==> src/design/fcsg_pkg.sv <==
// Shared constants and types for the filled circle span generator.
package fcsg_pkg;
	localparam int RADIUS_BITS_DEF = 10;
	localparam int COORD_BITS_DEF  = 12;
	localparam int OUT_BITS        = 13;
	localparam int BOUND_NUM       = 1414;
	localparam int BOUND_DEN       = 1000;
	localparam int ADDR_BITS       = 4;

	localparam logic [1:0] REG_CENTER_X = 2'd0;
	localparam logic [1:0] REG_CENTER_Y = 2'd1;
	localparam logic [1:0] REG_RADIUS   = 2'd2;

	typedef struct packed {
		logic valid;
		logic oob;
	} fcsg_tag_t;
endpackage

==> src/design/fcsg_cell.sv <==
// One square root cell: resolves one root bit and hands the row to the next cell.
module fcsg_cell
	import fcsg_pkg::*;
#(
	parameter int RADIUS_BITS = RADIUS_BITS_DEF
) (
	input  logic                     clk,
	input  logic                     arst_n,
	input  logic                     adv,
	input  fcsg_tag_t                tag_i,
	input  logic [2*RADIUS_BITS-1:0] n_i,
	input  logic [RADIUS_BITS:0]     rem_i,
	input  logic [RADIUS_BITS-1:0]   root_i,
	input  logic [RADIUS_BITS-1:0]   idx_i,
	output fcsg_tag_t                tag_o,
	output logic [2*RADIUS_BITS-1:0] n_o,
	output logic [RADIUS_BITS:0]     rem_o,
	output logic [RADIUS_BITS-1:0]   root_o,
	output logic [RADIUS_BITS-1:0]   idx_o
);
	localparam int NW = 2 * RADIUS_BITS;
	localparam int RW = RADIUS_BITS + 1;

	logic [RW+1:0] rem_sh;
	logic [RW+1:0] trial;
	logic [RW+1:0] diff;
	logic          ge;

	fcsg_tag_t              tag_q;
	logic [NW-1:0]          n_q;
	logic [RW-1:0]          rem_q;
	logic [RADIUS_BITS-1:0] root_q;
	logic [RADIUS_BITS-1:0] idx_q;

	always_comb begin
		rem_sh = {rem_i, n_i[NW-1:NW-2]};
		trial  = {1'b0, root_i, 2'b01};
		diff   = rem_sh - trial;
		ge     = (rem_sh >= trial);
	end

	always_ff @(posedge clk or negedge arst_n) begin
		if (!arst_n) begin
			tag_q <= '0;
		end else if (adv) begin
			tag_q <= tag_i;
		end
	end

	always_ff @(posedge clk) begin
		if (adv) begin
			n_q    <= {n_i[NW-3:0], 2'b00};
			rem_q  <= ge ? diff[RW-1:0] : rem_sh[RW-1:0];
			root_q <= {root_i[RADIUS_BITS-2:0], ge};
			idx_q  <= idx_i;
		end
	end

	assign tag_o  = tag_q;
	assign n_o    = n_q;
	assign rem_o  = rem_q;
	assign root_o = root_q;
	assign idx_o  = idx_q;
endmodule

==> config.mk <==
export PLATFORM = sky130hd
export DESIGN_NAME = fcsg_cell
export DESIGN_NICKNAME = d
export VERILOG_FILES = /design/src/design/fcsg_pkg.sv /design/src/design/fcsg_cell.sv
export SDC_FILE = /design/constraint.sdc
export NUM_CORES = 1
export LEC_CHECK = 0
export ABC_CLOCK_PERIOD_IN_PS = 1820
export BUFFER_PORTS_ARGS = -buffer_cell sky130_fd_sc_hd__buf_4
export CAP_MARGIN = 30
export CELL_PAD_IN_SITES_DETAIL_PLACEMENT = 1
export CELL_PAD_IN_SITES_GLOBAL_PLACEMENT = 1
export CORE_ASPECT_RATIO = 1.1
export CORE_MARGIN = 10
export CORE_UTILIZATION = 38
export CTS_CLUSTER_DIAMETER = 100
export CTS_CLUSTER_SIZE = 24
export DETAILED_ROUTE_END_ITERATION = 8
export PLACE_DENSITY = 0.89
export SETUP_SLACK_MARGIN = 0.15
export SYNTH_ARGS = -nofsm -noshare
export SYNTH_HDL_FRONTEND = slang
export SYNTH_SLANG_ARGS = --single-unit
==> constraint.sdc <==
create_clock -name clk -period 1.82 [get_ports clk]
set_input_delay 0.182 -clock clk [delete_from_list [all_inputs] [get_ports clk]]
set_output_delay 0.182 -clock clk [all_outputs]
set_load 0.02 [all_outputs]
==> metrics.md <==
| Metric | Value |
|---|---|
| Critical path's largest stage delay | 0.36 ns |
| Max-capacitance violation count | 0 |
| Syn Std Cell Area | 0.00228 mm^2 |
| RSZ-0062 raised after global routing | true |
| Die width | 93.9 um |
| Clock Skew | 0 ns |
| Internal | 2190 uW |
| R2R depth | 1 |
| Worst r2r dst | tag_o[1] |
| WHS | 0.0337 ns |
| Post-route ant nets | 0 |
| Largest net degree at the start of global routing | 41 |
| Die height | 101 um |
| Sw power | 995 uW |
| Leakage | 0.00169 uW |
| Die area | 0.00952 mm^2 |
| Placer Congestion | 0.789 |
| CTS tree | done |
| Core area | 0.00581 mm^2 |
| HP Start | idx_i[9] |
| R2R Setup Slk | 0.99 ns |
| Post-Syn Instances | 154 |
| Switching Share | 31.3% |
| Clock buffer depth | 2 |
| # port buffers | 106 |
| DR DRC count | 0 |
| H-tree depth | 2 |
| WL per Instance | 27.9 um |
| Highest routed layer | met4 |
| IO Count | 109 |
| First-pass DRT Iterations | 4 |
| Finished Core Util | 67.2% |
| Layout area overhead | 70.6% |
| Worst Path Max Fanout | 8 |
| Layout cells sized above 1 | 65.8% |
| Worst setup EP type | flip-flop |
| Initial Util | 39.4% |
| DRT met1 WL | 4170 um |
| Hold Crit Endpoint | idx_o[9] |
| First-pass GRT wire length | 15,400 um |
| Drt via density | 5.22 |
| Cell variety after synth | 35 |
| Area leader, netlist | edfxtp_1 |
| Final wirelength | 10,900 um |
| Routed via count | 2,037 |
| Worst EP required | 1.90 ns |
| CTS Root Buffer Type | clkbuf_8 |
| Inserted Diodes | 0 |
| Highest clock rate | 0.570 GHz |
| Dpl cells | 373 |
| Peak supply drop | 0.538 mV |
| Most common cell after layout, fill and taps aside | buf_4 |
| WS Path Type | input port to flip-flop |
| CTS Buf Count | 5 |
| Num rows | 29 |
| Seq/Total Area, Yosys | 66.6% |
| Overflow after GRT | 0 |
| DRT iter0 DRCs | 111 |
| Final Slew Violations | 0 |
| Critical path's slowest cell | mux2_4 |
| Hold Crit Depth | 1 |
| Async S/R FF share, synth | 3.92% |
| Main flop type after synthesis | edfxtp_1 |
| Pwr/cell area | 816 mW/mm^2 |
| Fin crit share | 96.4% |
| CP arrival | 1.83 ns |
| Final non-filler cell total | 390 |
| Met3 WL | 1200 um |
| Metal2 WL | 5260 um |
| Fin worst setup slack | 0.0657 ns |
| Layout Nets | 380 |
| Setup-failing EPs final | 0 |
| Top post-synthesis cells by area | edfxtp_1 64%, ha_1 6.6%, mux2_2 3.0%, inv_1 2.3%, dfrtp_1 2.2% |
| Fin. Hold Viols | 0 |
| Sink Count | 51 |
| GRT Total Usage | 22.3% |
| Number of global-route vias before repair | 2,242 |
| Logic pwr share | 32.5% |
| Clock latency at the later pin of the worst-skew pair | 0.31 ns |
| DP Wirelength | 7190 um |
| Power share of the sequential group | 46.1% |
| Mean Syn Cell Area | 14.8 um^2 |
| CP startpoint kind | input port |
| Placed Area | 0.00360 mm^2 |
| Synth Register Bits | 51 |
| CP Cell Sequence | buf_4 > inv_1 > ha_4 > a21oi_2 > o21ai_2 > buf_6 > a31oi_4 > o21ai_4 > mux2_4 |
| Final Instance Area | 0.00390 mm^2 |
| Initial antenna violation count | 0 |
| Commonest non-fill, non-tap cells in the layout | 141 x buf_4, 49 x edfxtp_1, 9 x inv_1, 9 x a21oi_2 |
| Yosys top cell area share | 64.4% |
| Hold Path Class | input port to flip-flop |
| Reg2reg start | tag_o[1] |
| Number of flops mapped to enable cells by yosys | 49 |
| CP Launch Point | root_i[4] |
| Synth warnings | 0 |
| Min Tclk post-route | 1.75 ns |
| Clock group share of total power | 21.4% |
| Clock Pin Slew Worst Setup and Hold Paths | 0.10 ns |
| Pre-CTS setup slack | -0.338 ns |
| Status | finished clean |
[kinds of logic (layout without fill, tap and decap cells)]
| family | count (synthesis) | after routing | share of synthesized area (%) |
|---|---|---|---|
| adders and majority gates | 12 | 12 | 6.57 |
| buffers and inverters | 17 | 175 | 3.83 |
| muxes | 7 | 7 | 3.40 |
| xor gates and xnor gates | 5 | 5 | 1.92 |
| other | 1 | 2 | 0.164 |
| DFF | 51 | 51 | 66.6 |
| AOI/OAI and AO/OA | 35 | 35 | 11.4 |
| and+or+nand+nor | 26 | 26 | 6.13 |
[Yosys cell counts (2+ instances only)]
| cell type | n |
|---|---|
| xnor2_1 | 4 |
| a21oi_1 | 9 |
| edfxtp_1 | 49 |
| a221oi_1 | 2 |
| nor2b_1 | 2 |
| a211oi_1 | 2 |
| ha_1 | 12 |
| and3_1 | 2 |
| inv_1 | 14 |
| nor2_2 | 3 |
| a21o_1 | 3 |
| o21a_1 | 2 |
| nand2b_1 | 2 |
| nand2_1 | 4 |
| a21oi_2 | 3 |
| o21ai_0 | 6 |
| nor3_2 | 2 |
| dfrtp_1 | 2 |
| nor2_1 | 9 |
| mux2_2 | 6 |
| buf_4 | 2 |
[how the worst max path moves through the flow]
stage	endpoint	slack (ns)	depth (start not counted)
final	rem_o[4]	0.07	9
after global routing	rem_o[4]	0.05	9
after CTS	rem_o[4]	0.12	8
after detailed placement	rem_o[4]	-0.34	9
after global placement	rem_o[8]	-0.25	8
after floorplan	rem_o[4]	-0.04	7
[cell type report]
cell class	count	area (um^2)
clock buffers	5	68.8
inverters	14	70.1
repair buffers	153	1220
clock inverters	3	20.0
fillers	585	1910
multi-input cells	87	900
well taps	77	96.3
flip-flops and latches	51	1520
[power groups by stage]
stage               clock, uW  sequential [uW]  combinational (uW)
floorplan                   0             1620                 283
global placement            0             1470                 844
detailed placement          0             1480                 910
CTS                       679             1460                 977
global route              733             1480                1080
finish                    680             1470                1030
[state kept, by name (all words and copies together) (netlist names)]
signal and count:
root_o 10, n_o 18, tag_o 2, rem_o 11, idx_o 10
[stage by stage]
step	total power, uW	setup TNS, ns
after floorplan	1900	-0.171
after global placement	2310	-2.05
after detailed placement	2390	-3.16
after CTS	3120	0
after global routing	3290	0
final	3180	0
[repair_timing]
| action | 4_1_cts | 5_1_grt |
|---|---|---|
| endpoints found under the hold margin | 2 | 0 |
| gates resized for setup | 24 | 16 |
| setup endpoints to repair | 11 | 11 |
| setup buffers | 6 | 2 |
| pin swaps | 14 | 1 |
| hold buffers | 1 | 0 |
| gates cloned | 0 | 0 |
[critical path: cells and delay by family]
family	cells	cell delay, ns
buffers and inverters	3	0.31
adder cells (fa/ha/maj)	1	0.30
multiplexers	1	0.36
AO/OA/AOI/OAI	4	0.67
[per-layer routing]
layer	vias to the layer above	track usage [%]
met3	20	9.02
met4	0	7.60
met1	1005	25.2
met2	130	37.4
li1	882	-
met5	-	0
Power figures use the tool's default switching activity.
